## config.mk

```make
export PLATFORM = sky130hd
export DESIGN_NAME = tlv_app_param_parser
export DESIGN_NICKNAME = d
export VERILOG_FILES = /design/src/rtl/core/tlv_pkg.sv /design/src/rtl/core/tlv_parse.sv /design/src/rtl/core/tlv_res_fifo.sv /design/src/rtl/core/tlv_app_param_parser.sv
export VERILOG_INCLUDE_DIRS = /design/src /design/src/rtl/core
export SDC_FILE = /design/constraint.sdc
export NUM_CORES = 1
export LEC_CHECK = 0
export CAP_MARGIN = 20
export CORE_ASPECT_RATIO = 1.25
export CORE_MARGIN = 2
export CORE_UTILIZATION = 60
export CTS_CLUSTER_DIAMETER = 30
export DETAILED_ROUTE_END_ITERATION = 10
export DONT_BUFFER_PORTS = 1
export PLACE_DENSITY_LB_ADDON = 0.1
export SLEW_MARGIN = 20
export SYNTH_ARGS = -nofsm -noshare
export SYNTH_HDL_FRONTEND = slang
export SYNTH_HIERARCHICAL = 1
export SYNTH_SLANG_ARGS = --single-unit
export TNS_END_PERCENT = 30
```

## constraint.sdc

```tcl
create_clock -name i_clk -period 7 [get_ports i_clk]
set_input_delay 1.05 -clock i_clk [delete_from_list [all_inputs] [get_ports i_clk]]
set_output_delay 1.05 -clock i_clk [all_outputs]
set_load 0.005 [all_outputs]
```

## src/rtl/core/tlv_app_param_parser_macros.svh

```systemverilog
// Assertion macros shared by the parameter parser RTL.
`ifndef TLV_APP_PARAM_PARSER_MACROS_SVH
`define TLV_APP_PARAM_PARSER_MACROS_SVH

// Clocked check, masked while reset is asserted.
`define TLV_ASSERT(lbl, prop, msg) \
    lbl: assert property (@(posedge i_clk) disable iff (!i_rst_n) (prop)) else $error(msg);

// Clocked check that also runs during reset.
`define TLV_ASSERT_ALWAYS(lbl, prop, msg) \
    lbl: assert property (@(posedge i_clk) (prop)) else $error(msg);

`endif

```

## src/rtl/core/tlv_pkg.sv

```systemverilog
// Types, codes and the tag type table of the parameter parser.
package tlv_pkg;

    // result queue geometry
    localparam int unsigned QDepth  = 4;
    localparam int unsigned QIdxW   = $clog2(QDepth);
    localparam int unsigned QCntW   = $clog2(QDepth + 1);

    localparam logic [7:0] TAG_LAST_KNOWN = 8'h19;

    // parser phase, one-hot
    typedef enum logic [3:0] {
        PH_TAG   = 4'b0001,
        PH_LEN   = 4'b0010,
        PH_VALUE = 4'b0100,
        PH_DROP  = 4'b1000
    } t_phase;

    // entry value type
    typedef enum logic [2:0] {
        TY_NONE = 3'd0,
        TY_U8   = 3'd1,
        TY_U16  = 3'd2,
        TY_U32  = 3'd3,
        TY_STR  = 3'd4
    } t_vtype;

    // result kind
    typedef enum logic [2:0] {
        K_NUM   = 3'd0,
        K_CHAR  = 3'd1,
        K_EMPTY = 3'd2,
        K_END   = 3'd3,
        K_ERR   = 3'd4
    } t_kind;

    // error codes
    localparam logic [1:0] ERR_NONE  = 2'd0;
    localparam logic [1:0] ERR_LEN   = 2'd1;
    localparam logic [1:0] ERR_TRUNC = 2'd2;

    typedef struct packed {
        t_kind       kind;
        logic [7:0]  tag;
        logic [31:0] value;
        logic        send;
        logic [1:0]  code;
    } t_result;

    // up to two results caused by one input word
    typedef struct packed {
        logic [1:0] cnt;
        t_result    r0;
        t_result    r1;
    } t_res_pair;

    // fixed tag table, tags 1..25
    function automatic t_vtype type_of_tag(input logic [7:0] tag);
        t_vtype ty;
        ty = TY_NONE;
        case (tag)
            8'd1, 8'd2, 8'd17, 8'd18:                       ty = TY_U16;
            8'd4, 8'd5, 8'd7, 8'd8, 8'd25:                  ty = TY_STR;
            8'd16:                                          ty = TY_U32;
            8'd3, 8'd6, 8'd9, 8'd10, 8'd11, 8'd12, 8'd13,
            8'd14, 8'd15, 8'd19, 8'd20, 8'd21, 8'd22,
            8'd23, 8'd24:                                   ty = TY_U8;
            default:                                        ty = TY_NONE;
        endcase
        if (tag > TAG_LAST_KNOWN) begin
            ty = TY_NONE;
        end
        return ty;
    endfunction

    // length byte a numeric type asks for, zero if any length is fine
    function automatic logic [7:0] need_of(input t_vtype ty);
        logic [7:0] n;
        case (ty)
            TY_U8:   n = 8'd1;
            TY_U16:  n = 8'd2;
            TY_U32:  n = 8'd4;
            default: n = 8'd0;
        endcase
        return n;
    endfunction

endpackage

```

## src/rtl/core/tlv_parse.sv

```systemverilog
// Entry parser: holds the header walk state and forms the results of each byte.
module tlv_parse (
    input  logic              i_clk,
    input  logic              i_rst_n,
    input  logic              i_accept,
    input  logic [7:0]        i_data,
    input  logic              i_last,
    output tlv_pkg::t_res_pair o_res
);
    import tlv_pkg::*;
    `include "tlv_app_param_parser_macros.svh"

    t_phase      r_phase, n_phase;
    logic [7:0]  r_tag, n_tag;
    t_vtype      r_type, n_type;
    logic [7:0]  r_left, n_left;
    logic [31:0] r_acc, n_acc;

    t_result     main_res, tail_res;
    logic        main_v, tail_v, end_chk, trunc;
    logic [7:0]  left_dec, need;

    // next state and results of the word on the input
    always_comb begin
        n_phase  = r_phase;
        n_tag    = r_tag;
        n_type   = r_type;
        n_left   = r_left;
        n_acc    = r_acc;
        main_v   = 1'b0;
        main_res = '{kind: K_NUM, tag: r_tag, value: 32'd0, send: 1'b0, code: ERR_NONE};
        end_chk  = 1'b0;
        trunc    = 1'b0;
        left_dec = r_left - 8'd1;
        need     = need_of(r_type);
        case (r_phase)
            PH_TAG: begin
                n_tag   = i_data;
                n_type  = type_of_tag(i_data);
                n_left  = 8'd0;
                n_acc   = 32'd0;
                n_phase = PH_LEN;
                trunc   = 1'b1;
                end_chk = 1'b1;
            end
            PH_LEN: begin
                n_left = i_data;
                if (need != 8'd0 && i_data != need) begin
                    // length mismatch: report, then drop to end of header
                    main_v        = 1'b1;
                    main_res.kind = K_ERR;
                    main_res.code = ERR_LEN;
                    n_phase       = i_last ? PH_TAG : PH_DROP;
                end else begin
                    end_chk = 1'b1;
                    if (i_data == 8'd0) begin
                        if (r_type == TY_STR) begin
                            main_v        = 1'b1;
                            main_res.kind = K_EMPTY;
                        end
                        n_phase = PH_TAG;
                    end else begin
                        n_phase = PH_VALUE;
                        trunc   = 1'b1;
                    end
                end
            end
            PH_VALUE: begin
                n_left  = left_dec;
                end_chk = 1'b1;
                if (r_type == TY_STR) begin
                    main_v         = 1'b1;
                    main_res.kind  = K_CHAR;
                    main_res.value = {24'd0, i_data};
                    main_res.send  = (left_dec == 8'd0);
                end else if (r_type != TY_NONE) begin
                    // big-endian assembly
                    n_acc = {r_acc[23:0], i_data};
                    if (left_dec == 8'd0) begin
                        main_v         = 1'b1;
                        main_res.kind  = K_NUM;
                        main_res.value = n_acc;
                    end
                end
                if (left_dec == 8'd0) begin
                    n_phase = PH_TAG;
                end else begin
                    trunc = 1'b1;
                end
            end
            PH_DROP: begin
                if (i_last) begin
                    n_phase = PH_TAG;
                end
            end
            default: begin
                n_phase = PH_TAG;
            end
        endcase

        // end of header: truncation error or end mark
        tail_v = end_chk && i_last;
        if (trunc) begin
            tail_res = '{kind: K_ERR, tag: n_tag, value: 32'd0, send: 1'b0, code: ERR_TRUNC};
        end else begin
            tail_res = '{kind: K_END, tag: 8'd0, value: 32'd0, send: 1'b0, code: ERR_NONE};
        end
        if (tail_v) begin
            n_phase = PH_TAG;
        end
    end

    // pack results in order
    always_comb begin
        if (main_v) begin
            o_res.r0  = main_res;
            o_res.r1  = tail_res;
            o_res.cnt = tail_v ? 2'd2 : 2'd1;
        end else begin
            o_res.r0  = tail_res;
            o_res.r1  = tail_res;
            o_res.cnt = {1'b0, tail_v};
        end
    end

    // state registers
    always_ff @(posedge i_clk) begin
        if (!i_rst_n) begin
            r_phase <= PH_TAG;
            r_tag   <= 8'd0;
            r_type  <= TY_NONE;
            r_left  <= 8'd0;
            r_acc   <= 32'd0;
        end else if (i_accept) begin
            r_phase <= n_phase;
            r_tag   <= n_tag;
            r_type  <= n_type;
            r_left  <= n_left;
            r_acc   <= n_acc;
        end
    end

    `TLV_ASSERT(a_drop_silent, (i_accept && r_phase == PH_DROP) |-> (o_res.cnt == 2'd0), "drop phase produced a result")
    `TLV_ASSERT(a_second_is_tail, (o_res.cnt == 2'd2) |-> (o_res.r1.kind == K_END || o_res.r1.kind == K_ERR), "second result is not end or error")
    `TLV_ASSERT(a_last_rewinds, ($past(i_rst_n) && $past(i_accept && i_last)) |-> (r_phase == PH_TAG), "phase not back at tag after last word")

endmodule

```

## src/rtl/core/tlv_res_fifo.sv

```systemverilog
// Result queue: per cycle, takes up to two results if room, gives one if ready.
module tlv_res_fifo (
    input  logic               i_clk,
    input  logic               i_rst_n,
    input  logic               i_push,
    input  tlv_pkg::t_res_pair i_res,
    output logic               o_room,
    output logic               o_valid,
    input  logic               i_ready,
    output tlv_pkg::t_result   o_res
);
    import tlv_pkg::*;
    `include "tlv_app_param_parser_macros.svh"

    t_result            r_mem [QDepth];
    logic [QIdxW-1:0]   r_wr, n_wr;
    logic [QIdxW-1:0]   r_rd, n_rd;
    logic [QCntW-1:0]   r_count, n_count;
    logic [1:0]         push_n;
    logic               pop;
    logic [QIdxW-1:0]   wr_next;

    assign push_n  = i_push ? i_res.cnt : 2'd0;
    assign pop     = o_valid && i_ready;
    assign wr_next = r_wr + 1'b1;
    assign o_valid = (r_count != '0);
    assign o_res   = r_mem[r_rd];
    // room for the worst case of two results
    assign o_room  = (r_count <= QCntW'(QDepth - 2));

    // pointer and fill count
    always_comb begin
        n_wr    = r_wr + QIdxW'(push_n);
        n_rd    = r_rd + QIdxW'(pop);
        n_count = r_count + QCntW'(push_n) - QCntW'(pop);
    end

    always_ff @(posedge i_clk) begin
        if (!i_rst_n) begin
            r_wr    <= '0;
            r_rd    <= '0;
            r_count <= '0;
        end else begin
            r_wr    <= n_wr;
            r_rd    <= n_rd;
            r_count <= n_count;
        end
    end

    // storage, no reset
    always_ff @(posedge i_clk) begin
        if (push_n != 2'd0) begin
            r_mem[r_wr] <= i_res.r0;
        end
        if (push_n == 2'd2) begin
            r_mem[wr_next] <= i_res.r1;
        end
    end

    `TLV_ASSERT(a_count_bound, r_count <= QCntW'(QDepth), "result queue overfilled")
    `TLV_ASSERT(a_push_fits, (i_push && i_res.cnt != 2'd0) |-> o_room, "push without room")
    `TLV_ASSERT(a_count_track, $past(i_rst_n) |-> (r_count == $past(n_count)), "fill count lost track")

endmodule

```

## src/rtl/core/tlv_app_param_parser.sv

```systemverilog
// Top level of the application-parameter header parser.
//
//  channel | dir | tdata                      | tuser    | tlast
//  s_axis  | in  | data_byte                  | -        | last_byte
//  m_axis  | out | param_tag, param_value,    | kind     | string_end
//          |     | error_code                 |          |
//
// One header byte is taken per clock while the queue has room; its results
// land in a four-word queue in the same cycle and leave one word per clock
// from the queue head. A byte that gives two results (a final byte) fills
// two queue words, so input ready drops when the queue holds more than two
// words. Reset (i_rst_n low, synchronous) empties the queue and rewinds the
// parser to expect a tag byte. An output stall holds the head word; input
// keeps flowing until the queue cannot take two more words.
module tlv_app_param_parser (
    input  logic        i_clk,
    input  logic        i_rst_n,
    input  logic        s_axis_tvalid,
    output logic        s_axis_tready,
    input  logic [7:0]  s_axis_tdata,   // [7:0] data_byte
    input  logic        s_axis_tlast,   // last_byte
    output logic        m_axis_tvalid,
    input  logic        m_axis_tready,
    output logic [47:0] m_axis_tdata,   // [7:0] param_tag, [39:8] param_value,
                                        // [41:40] error_code, rest zero
    output logic [2:0]  m_axis_tuser,   // [2:0] kind
    output logic        m_axis_tlast    // string_end
);
    import tlv_pkg::*;

    t_res_pair res;
    t_result   head;
    logic      accept;
    logic      room;

    assign s_axis_tready = room;
    assign accept        = s_axis_tvalid && room;

    tlv_parse u_parse (
        .i_clk    (i_clk),
        .i_rst_n  (i_rst_n),
        .i_accept (accept),
        .i_data   (s_axis_tdata),
        .i_last   (s_axis_tlast),
        .o_res    (res)
    );

    tlv_res_fifo u_fifo (
        .i_clk   (i_clk),
        .i_rst_n (i_rst_n),
        .i_push  (accept),
        .i_res   (res),
        .o_room  (room),
        .o_valid (m_axis_tvalid),
        .i_ready (m_axis_tready),
        .o_res   (head)
    );

    // output word packing
    assign m_axis_tdata = {6'd0, head.code, head.value, head.tag};
    assign m_axis_tuser = head.kind;
    assign m_axis_tlast = head.send;

endmodule
```

==> impl_metrics.env, run 1 <==
export IMPL_run_status="finished, final reports clean"
export IMPL_die_area_sq_um=22500
export IMPL_worstPathMaxFanout=25
export IMPL_ys_top_cells_by_area="edfxtp_1 43%, mux2_2 13%, dfxtp_1 8.5%"
export IMPL_dp_hpwl_microns=17100
export IMPL_cts_buffer_depth=3
export IMPL_pre_cts_ws_ns=2.19
export IMPL_htreeDepth=2
export IMPL_period_needed_ns=4.71
export IMPL_setup_violations=0
export IMPL_synth_top_area_cell="edfxtp_1"
export IMPL_switching_share_pct=25.1
export IMPL_postCtsHoldBufs=0
export IMPL_min_path_type="reg -> reg"
export IMPL_period_share_pct=67.3
export IMPL_worst_pin_slew_ns=0.966
export IMPL_antenna_left=0
export IMPL_fmaxAchievable_mhz=212
export IMPL_final_setup_skew_ns=0.0123
export IMPL_slew_violations=0
export IMPL_vias=7449
export IMPL_portBuffers=0
export IMPL_synth_warnings=6
export IMPL_power_switching_mw=1.12
export IMPL_synth_area_sq_um=12800
export IMPL_core_area_sq_um=20900
export IMPL_hold_viol=0
export IMPL_clkSlewWorstSetupHoldPaths_ns=0.05
export IMPL_cp_required_ns=7.26
export IMPL_leakage_nw=5.05
export IMPL_grt_pass1_wl_microns=44300
export IMPL_cts_sinks=238
export IMPL_die_h_microns=167
export IMPL_comb_power_share_pct=16.3
export IMPL_grt_pass1_vias=7899
export IMPL_ctsResizeCount=0
export IMPL_internal_power_mw=3.34
export IMPL_yosysSeqAreaShare_pct=51.6
export IMPL_rr_worst_depth=12
export IMPL_worstSkewPairLatency_ns=0.52
export IMPL_nNetsFinal=937
export IMPL_fin_ws_ns=2.29
export IMPL_routed_wl_microns=28000
export IMPL_seq_power_share_pct=37.9
export IMPL_ys_types=72
export IMPL_hold_slack_ns=0.461
export IMPL_critPathLaunchType="flip-flop"
export IMPL_slew_headroom_pct=35.4
export IMPL_finalSetupTns_ns=0
export IMPL_cts_root_buf="clkbuf_16"
export IMPL_place_congestion=0.836
export IMPL_diodes=0
export IMPL_rrSetupSlack_ns=2.29
export IMPL_die_w_microns=135
export IMPL_maxCapViolCount=0
export IMPL_synth_seq_cells=238
export IMPL_grt_use_total_pct=25.6
export IMPL_power_mw=4.46
export IMPL_io_pins=67
export IMPL_drive_above_1_share_pct=35.6
export IMPL_wire_per_inst_microns=23.0
export IMPL_worstHoldPathCells=2
export IMPL_synthCells=915
export IMPL_power_density_nw_per_um2=313
export IMPL_grt_start_max_net_pins=56
export IMPL_final_util_pct=68.2
export IMPL_synth_top_area_share_pct=43.2
export IMPL_async_reset_ff_share_pct=0
export IMPL_synth_area_per_cell_sq_um=14.0
export IMPL_row_count=59
export IMPL_arrival_ns=4.97
export IMPL_fillers=1448
export IMPL_overflow=0
export IMPL_start_util_pct=61.2
export IMPL_postCtsSetupRepairBufs=0
export IMPL_path_class="reg -> reg"
export IMPL_cts_tree="built"
export IMPL_first_pass_iters=5
export IMPL_drc=0
export IMPL_synth_edf_count=184
export IMPL_antenna_found_initial=1
export IMPL_dr_first_iter_drc_count=422
export IMPL_area_growth_pct=11.3
export IMPL_cp_end_kind="flip-flop"
export IMPL_ys_flop_type="edfxtp_1"
export IMPL_vias_per_cell=6.12
export IMPL_irDropWorstVdd_uv=337
export IMPL_grt_setup_unrepaired="false"
export IMPL_p_clk_share_pct=45.8
export IMPL_cts_buffers=41
## area by class of cell
cell class	instances	area (sq um)	share of cell area, %
tap	274	343	2.41
timing repair buffer	15	133	0.931
multi-input combinational	604	5670	39.8
clock inverter	17	206	1.45
sequential	238	6610	46.4
inverter	10	37.5	0.264
clock buffer	59	1240	8.71
## stage by stage
stage          cells  cell area (sq um)
2_1_floorplan    953              12900
3_5_place_dp    1140              12800
5_1_grt         1217              14200
6_report        1217              14200
4_1_cts         1216              14200
3_3_place_gp    1140              12800
## cells in the final DEF (no fill, tap or decap), types with 6 or more instances in the layout
| cell type | n |
|---|---|
| clkbuf_1 | 9 |
| xnor2_1 | 7 |
| buf_4 | 14 |
| mux2_2 | 143 |
| dfxtp_1 | 52 |
| nand2_1 | 73 |
| a22o_1 | 16 |
| nand3_1 | 27 |
| nor2b_1 | 10 |
| edfxtp_1 | 184 |
| a22oi_1 | 6 |
| mux2_4 | 40 |
| inv_1 | 9 |
| clkbuf_16 | 46 |
| ha_1 | 13 |
| mux4_2 | 46 |
| a21oi_1 | 7 |
| nor3_1 | 6 |
| nor2_1 | 12 |
| a21boi_0 | 29 |
| conb_1 | 40 |
| o21ai_0 | 6 |
| and2_1 | 43 |
## Yosys cell counts, drive strengths merged (3+ instances only)
master and count:
mux2 188, edfxtp 184, buf 74, nand2 73, dfxtp 54, mux4 46
and2 44, a21boi 33, clkbuf 27, nand3 27, a22o 16, nor2 14
ha 13, inv 10, nor2b 10, a21oi 9, nor3 7, o21ai 7
xnor2 7, a22oi 6, nor3b 5, o211a 5, o211ai 5, a211oi 3
and3 3, mux2i 3, nor4b 3, o21a 3, or3 3, or4b 3
xor2 3
## power by group through the flow
stage,clock [mW],sequential (mW),combinational [mW]
finish,2.04,1.69,0.728
global route,2.14,1.70,0.789
CTS,2.07,1.74,0.677
detailed placement,0,1.76,0.672
global placement,0,1.75,0.648
floorplan,0,1.66,0.629
## critical path: stages, from the launching register on
cell and delay, ns:
dfxtp_1 0.34, inv_1 0.08, ha_1 0.24, or4b_1 0.54, xor2_1 0.19, a31o_4 0.26, and4b_4 0.29, or3_4 0.39
ha_1 0.36, nand3b_4 0.23, nor2_4 0.64, buf_4 0.49, mux2_2 0.39
## sequential cells by signal, summed over array words and instances, names as in the netlist
register         flops
u_fifo/r_wr          2
u_fifo/r_count       3
u_parse/r_tag        8
u_parse/r_phase      4
u_fifo/r_mem       184
u_parse/r_acc       24
u_fifo/r_rd          2
u_parse/r_left       8
u_parse/r_type       3
## worst paths after layout
path / startpoint / to
setup / recovery: u_parse/r_left[0] / u_fifo/r_mem[0][16]
hold / removal: u_parse/r_acc[23] / u_parse/r_acc[23]
setup reg to reg: u_parse/r_left[0] / u_fifo/r_mem[0][16]
hold reg to reg: u_parse/r_acc[23] / u_parse/r_acc[23]
## per-layer routing
layer / GRT usage [%] / part of all wire [%] / vias up
met4: 10.6 / 3.6 / 2
met5: 0 / 0.050 / -
met3: 4.69 / 5.0 / 71
met1: 31.9 / 40 / 3782
li1: - / - / 3402
met2: 44.0 / 51 / 192
## cell families after synthesis
| logic type | count (synthesis) | synth area share, % |
|---|---|---|
| flops | 238 | 51.6 |
| buf+inv | 111 | 5.46 |
| other cells | 2 | 0.0587 |
| simple gates | 204 | 8.64 |
| fa+ha+maj | 14 | 1.43 |
| compound gates | 99 | 6.03 |
| xor+xnor | 10 | 0.685 |
| mux | 237 | 26.1 |
Note: power is estimated with default switching activity, not from simulation.
==> inputs of run 2 (changes only) <==
--- a/config.mk
+++ b/config.mk
@@ -6,6 +6,7 @@
 export SDC_FILE = /design/constraint.sdc
 export NUM_CORES = 1
 export LEC_CHECK = 0
+export ABC_AREA = 1
 export CAP_MARGIN = 20
 export CORE_ASPECT_RATIO = 1.25
 export CORE_MARGIN = 2
==> constraint.sdc (replaced) <==
create_clock -name i_clk -period 4.6 [get_ports i_clk]
set_input_delay 0.69 -clock i_clk [delete_from_list [all_inputs] [get_ports i_clk]]
set_output_delay 0.69 -clock i_clk [all_outputs]
set_load 0.005 [all_outputs]
==> run 2 against run 1 <==
Net effect:
- sequential share of layout area down 0.35 points
- critical endpoint is now u_fifo/r_mem[1][1]
- synthesized area grew 2.4%
- via count up 35%
- combinational power is 140% higher
- critical path depth is 3 higher
- highest routed layer is now met4
- first-iteration DRC count up 50%
- setup slack got worse by 1.6 ns
- count of clock-buffer cells in the layout down 9
- cell area grew 0.69%
- fmax grew 21%
- utilization fell by 1.4 points
- sequential power grew 57%
==> impl_metrics.env, run 2 <==
export IMPL_path_class="reg -> reg"
export IMPL_cts_buffer_depth=3
export IMPL_grt_use_total_pct=28.1
export IMPL_use_met3_pct=5.44
export IMPL_start_util_pct=61.0
export IMPL_worst_pin_slew_ns=0.989
export IMPL_ys_top_cells_by_area="edfxtp_1 42%, nand2_1 8.7%, dfxtp_1 8.3%"
export IMPL_antenna_found_initial=0
export IMPL_die_h_microns=169
export IMPL_area_growth_pct=9.49
export IMPL_leakage_nw=5.09
export IMPL_worstPathMaxFanout=56
export IMPL_synth_common_cells="302 x nand2_1, 184 x edfxtp_1, 157 x nor2_1"
export IMPL_period_needed_ns=3.89
export IMPL_arrival_ns=4.13
export IMPL_postCtsSetupRepairBufs=0
export IMPL_clkSlewWorstSetupHoldPaths_ns=0.05
export IMPL_final_common_cell="nand2_1"
export IMPL_largest_reg_flops=184
export IMPL_cts_root_buf="clkbuf_16"
export IMPL_largest_register="u_fifo/r_mem"
export IMPL_top_regs="u_fifo/r_mem: 184 flops, u_parse/r_acc: 24 flops"
export IMPL_p_clk_share_pct=41.5
export IMPL_vias=10000
export IMPL_grt_pass1_wl_microns=50500
export IMPL_routed_wl_microns=31800
export IMPL_place_congestion=0.917
export IMPL_fmaxAchievable_mhz=257
export IMPL_dr_first_iter_drc_count=633
export IMPL_grt_pass1_vias=9859
export IMPL_critPathLaunchType="flip-flop"
export IMPL_period_share_pct=84.7
export IMPL_grt_setup_unrepaired="false"
export IMPL_die_area_sq_um=23000
export IMPL_postCtsHoldBufs=0
export IMPL_core_area_sq_um=21500
export IMPL_synth_edf_count=184
export IMPL_overflow=0
export IMPL_portBuffers=0
export IMPL_met1_usage_pct=33.7
export IMPL_synth_top_area_share_pct=42.2
export IMPL_power_switching_mw=2.38
export IMPL_synthAdderAreaFrac_pct=1.39
export IMPL_grt_start_max_net_pins=95
export IMPL_seqCellArea_sq_um=6610
export IMPL_antenna_left=0
export IMPL_yosysSeqAreaShare_pct=50.4
export IMPL_synth_area_per_cell_sq_um=8.87
export IMPL_comb_power_share_pct=23.0
export IMPL_power_density_nw_per_um2=523
export IMPL_vias_per_cell=5.71
export IMPL_final_setup_skew_ns=0.0213
export IMPL_fillers=1730
export IMPL_wire_per_inst_microns=18.1
export IMPL_synthCells=1477
export IMPL_grt_use_met2_pct=48.7
export IMPL_seq_power_share_pct=35.5
export IMPL_synth_mux_area_share_pct=0
export IMPL_nNetsFinal=1472
export IMPL_internal_power_mw=5.13
export IMPL_synth_compound_area_share_pct=20.0
export IMPL_cp_required_ns=4.83
export IMPL_multi_input_area_sq_um=5210
export IMPL_diodes=0
export IMPL_io_pins=67
export IMPL_ctsResizeCount=0
export IMPL_slew_headroom_pct=34.1
export IMPL_pre_cts_ws_ns=0.745
export IMPL_synth_top_family_by_area="compound AO/OA/AOI/OAI gates"
export IMPL_slew_violations=0
export IMPL_finalSetupTns_ns=0
export IMPL_irDropWorstVdd_uv=378
export IMPL_synth_warnings=6
export IMPL_htreeDepth=2
export IMPL_synth_seq_cells=238
export IMPL_hold_viol=0
export IMPL_async_reset_ff_share_pct=0
export IMPL_maxCapViolCount=0
export IMPL_cts_sinks=238
export IMPL_min_path_type="in -> reg"
export IMPL_cp_end_kind="flip-flop"
export IMPL_run_status="finished, final reports clean"
export IMPL_setup_violations=0
export IMPL_drive_above_1_share_pct=15.2
export IMPL_switching_share_pct=31.6
export IMPL_synth_most_common_cell="nand2_1"
export IMPL_cts_tree="built"
export IMPL_post_synth_and_or_nand_nor_area_fraction_pct=16.4
export IMPL_row_count=60
export IMPL_worstSkewPairLatency_ns=0.52
export IMPL_die_w_microns=136
export IMPL_cts_buffers=42
export IMPL_drc=0
export IMPL_first_pass_iters=5
export IMPL_synth_xor_area_share_pct=0.592
export IMPL_ys_flop_type="edfxtp_1"
export IMPL_ys_types=41
export IMPL_most_common_layout_cells="295 x nand2_1, 184 x edfxtp_1, 157 x nor2_1, 138 x o21ai_0, 116 x inv_1"
export IMPL_fin_ws_ns=0.706
export IMPL_dp_hpwl_microns=19200
export IMPL_synth_top_area_cell="edfxtp_1"
export IMPL_synth_area_sq_um=13100
export IMPL_grt_busiest_layer="met2"
export IMPL_power_mw=7.50
[run 2: changes by cell type in the layout (fill, tap and decap cells not counted), moves of 46 or more]
| cell | previous run | this run |
|---|---|---|
| o21ai_1 | 0 | 65 |
| o22ai_1 | 0 | 47 |
| mux4_2 | 46 | 0 |
| a21oi_1 | 7 | 54 |
| mux2_2 | 143 | 0 |
| nand2_1 | 73 | 295 |
| o21ai_0 | 6 | 138 |
| inv_1 | 9 | 116 |
| o21ai_2 | 1 | 91 |
| nor2_1 | 12 | 157 |
[run 2: cell type report]
cell class / instances / area share (%)
sequential: 238 / 46.1
multi-input combinational: 1010 / 36.3
clock buffer: 50 / 8.05
inverter: 131 / 3.46
tap: 279 / 2.43
clock inverter: 27 / 1.95
timing repair buffer: 22 / 1.70
[run 2: power groups by stage]
stage	clock [mW]	sequential, mW	combinational, mW
2_1_floorplan	0	2.67	1.38
3_3_place_gp	0	2.69	1.67
3_5_place_dp	0	2.70	1.71
4_1_cts	3.14	2.66	1.72
5_1_grt	3.24	2.68	1.95
6_report	3.11	2.66	1.73
[run 2: worst paths after layout]
check	from	to	slack (ns)	cells past startpoint
setup / recovery	u_parse/r_left[0]	u_fifo/r_mem[1][1]	0.71	15
hold / removal	i_rst_n	u_parse/r_phase[0]	0.27	1
setup reg to reg	u_parse/r_left[0]	u_fifo/r_mem[1][1]	0.71	15
hold reg to reg	u_parse/r_acc[18]	u_parse/r_acc[18]	0.47	2
[run 2: per-layer routing]
| metal | wire length [microns] | vias up | share of wire (%) |
|---|---|---|---|
| li1 | - | 4879 | - |
| met1 | 12500 | 4745 | 39 |
| met2 | 16100 | 324 | 51 |
| met3 | 2090 | 81 | 6.6 |
| met4 | 1080 | 0 | 3.4 |
| met5 | 0 | - | 0 |
[run 2: through the flow]
step	utilization (%)	hold WS, ns	instance area, sq um	std cells
3_3_place_gp	60.1	0.451	12900	1680
6_report	66.8	0.267	14300	1757
3_5_place_dp	60.1	0.457	12900	1680
4_1_cts	66.8	0.251	14300	1757
2_1_floorplan	-	0.437	13200	1515
5_1_grt	66.8	0.268	14300	1757
[run 2: logic make-up (layout without fill, tap and decap cells)]
logic type / Yosys count / count (layout)
XOR/XNOR: 8 / 8
adder cells (fa/ha/maj): 14 / 14
flip-flops: 238 / 238
AND/OR/NAND/NOR: 521 / 521
buffers and inverters: 267 / 230
AO/OA/AOI/OAI: 427 / 427
other: 2 / 40
[run 2: critical path: stages, from the launching register on]
cell and delay [ns]:
dfxtp_1 0.34, inv_1 0.09, ha_1 0.23, xor2_1 0.20, nor2_1 0.06, nand3_1 0.11, nor2_4 0.07, nand3_4 0.25
nand2_1 0.17, nor2_4 0.29, inv_2 0.13, ha_1 0.36, nor2_4 0.09, nand2_4 0.35, buf_4 0.64, o21ai_0 0.16
==> inputs of run 3 (changes only) <==
==> constraint.sdc (replaced) <==
create_clock -name i_clk -period 3.8 [get_ports i_clk]
set_input_delay 0.57 -clock i_clk [delete_from_list [all_inputs] [get_ports i_clk]]
set_output_delay 0.57 -clock i_clk [all_outputs]
set_load 0.005 [all_outputs]
==> run 3 against run 2 <==
Net effect:
- sequential power is 21% higher
- wire length is 0.37% lower
- setup slack worse by 0.20 ns
- combinational power is 23% higher
- global-route usage is 0.23 points lower
- critical path depth is 1 higher
- clock power is 15% higher
- count of clock-buffer cells in the layout is 3 lower
- highest routed layer unchanged
==> impl_metrics.env, run 3 (synthesis gave the netlist of run 2 again) <==
export IMPL_run_status="finished, final reports clean"
export IMPL_cts_root_buf="clkbuf_16"
export IMPL_grt_use_total_pct=27.8
export IMPL_dr_first_iter_drc_count=757
export IMPL_clkSlewWorstSetupHoldPaths_ns=0.05
export IMPL_leakage_nw=5.10
export IMPL_die_w_microns=136
export IMPL_grt_start_max_net_pins=95
export IMPL_cp_end_kind="flip-flop"
export IMPL_cts_tree="built"
export IMPL_cts_sinks=238
export IMPL_wl_met2_microns=15800
export IMPL_worstPathMaxFanout=28
export IMPL_fmaxAchievable_mhz=303
export IMPL_vias=9885
export IMPL_routed_wl_met3_microns=2130
export IMPL_area_growth_pct=9.21
export IMPL_stdcell_count=1759
export IMPL_maxUsedRoutingLayer="met4"
export IMPL_wire_per_inst_microns=18.0
export IMPL_rr_worst_depth=16
export IMPL_dp_hpwl_microns=19500
export IMPL_postPlaceCellArea_sq_um=13000
export IMPL_power_mw=8.92
export IMPL_most_common_layout_cells="295 x nand2_1, 184 x edfxtp_1, 157 x nor2_1, 138 x o21ai_0, 116 x inv_1"
export IMPL_arrival_ns=3.55
export IMPL_slowest_delay_ns=0.34
export IMPL_portBuffers=0
export IMPL_cp_required_ns=4.06
export IMPL_worst_pin_slew_ns=0.987
export IMPL_grt_pass1_wl_microns=50000
export IMPL_final_common_cell="nand2_1"
export IMPL_top_regs="u_fifo/r_mem: 184 flops, u_parse/r_acc: 24 flops"
export IMPL_min_path_type="in -> reg"
export IMPL_start_util_pct=61.0
export IMPL_worstSkewPairLatency_ns=0.53
export IMPL_period_needed_ns=3.30
export IMPL_place_congestion=0.892
export IMPL_critPathLaunchType="flip-flop"
export IMPL_first_pass_iters=5
export IMPL_worst_path_max_delay_cell="dfxtp_1"
export IMPL_nNetsFinal=1474
export IMPL_period_share_pct=86.8
export IMPL_final_setup_skew_ns=0.0191
export IMPL_drc=0
export IMPL_largest_register="u_fifo/r_mem"
export IMPL_postCtsSetupRepairBufs=0
export IMPL_largest_reg_flops=184
export IMPL_path_class="reg -> reg"
export IMPL_htreeDepth=2
export IMPL_power_density_nw_per_um2=623
export IMPL_fillers=1718
export IMPL_cts_buffer_depth=3
export IMPL_ctsResizeCount=0
export IMPL_antenna_left=0
export IMPL_path_cells="inv_1 -> ha_1 -> nand2_1 -> o21ai_1 -> o21ai_1 -> nor2_4 -> nand3_4 -> nand2_1 -> nor2_4 -> inv_2 -> ha_1 -> nor2_4 -> nand3_4 -> buf_4 -> nand2_1 -> o21ai_1"
export IMPL_die_area_sq_um=23000
export IMPL_hold_viol=0
export IMPL_maxCapViolCount=0
export IMPL_finalSetupTns_ns=0
export IMPL_worstHoldPathCells=1
export IMPL_row_count=60
export IMPL_stdcell_area_sq_um=14300
export IMPL_cts_buffers=41
export IMPL_antenna_found_initial=0
export IMPL_grt_pass1_vias=9816
export IMPL_slew_headroom_pct=34.2
export IMPL_die_h_microns=169
export IMPL_vias_per_cell=5.62
export IMPL_grt_setup_unrepaired="false"
export IMPL_io_pins=67
export IMPL_wl_met1_microns=12400
export IMPL_core_area_sq_um=21500
export IMPL_overflow=0
export IMPL_irDropWorstVdd_uv=511
export IMPL_routed_wl_microns=31600
export IMPL_drive_above_1_share_pct=15.5
export IMPL_placedCellCount=1683
export IMPL_postCtsHoldBufs=0
export IMPL_diodes=0
export IMPL_slew_violations=0
export IMPL_setup_violations=0
run 3: metrics by stage:
stage               setup WS, ns  utilization (%)  hold slack (ns)
floorplan                  0.115                -            0.437
global placement           0.529             60.3            0.450
detailed placement         0.450             60.3            0.455
CTS                        0.511             66.6            0.130
global route               0.203             66.6            0.126
finish                     0.501             66.6            0.143
run 3: area by class of cell:
type / instances / area, sq um / area share [%]
flip-flops and latches: 238 / 6610 / 46.2
multi-input cells: 1010 / 5210 / 36.4
clock buffers: 47 / 1060 / 7.40
inverters: 131 / 497 / 3.47
well taps: 279 / 349 / 2.44
clock inverters: 29 / 295 / 2.06
repair buffers: 25 / 288 / 2.01
run 3: layer usage:
metal / GRT usage, % / up-vias
met2: 48.5 / 316
met5: 0 / -
met1: 32.9 / 4593
li1: - / 4887
met3: 5.26 / 89
met4: 13.4 / 0
run 3: worst paths after layout:
| path | from | end | slack [ns] |
|---|---|---|---|
| worst max-delay path | u_parse/r_left[0] | u_fifo/r_mem[0][5] | 0.50 |
| worst min-delay path | i_rst_n | u_parse/r_phase[0] | 0.14 |
| worst max register to register | u_parse/r_left[0] | u_fifo/r_mem[0][5] | 0.50 |
| worst min register to register | u_parse/r_acc[18] | u_parse/r_acc[18] | 0.46 |
run 3: worst max-delay path, delay by kind of cell (launching register included):
family | cells | cell delay, ns
compound gates | 3 | 0.31
fa+ha+maj | 2 | 0.56
buf+inv | 3 | 0.56
flops | 1 | 0.34
simple gates | 8 | 1.26
run 3: report_power, final:
group          internal (mW)  switching (mW)  total, mW
Combinational          0.614            1.51       2.13
Sequential              3.10           0.121       3.22
Clock                   2.30            1.27       3.57
Total                   6.01            2.91       8.92
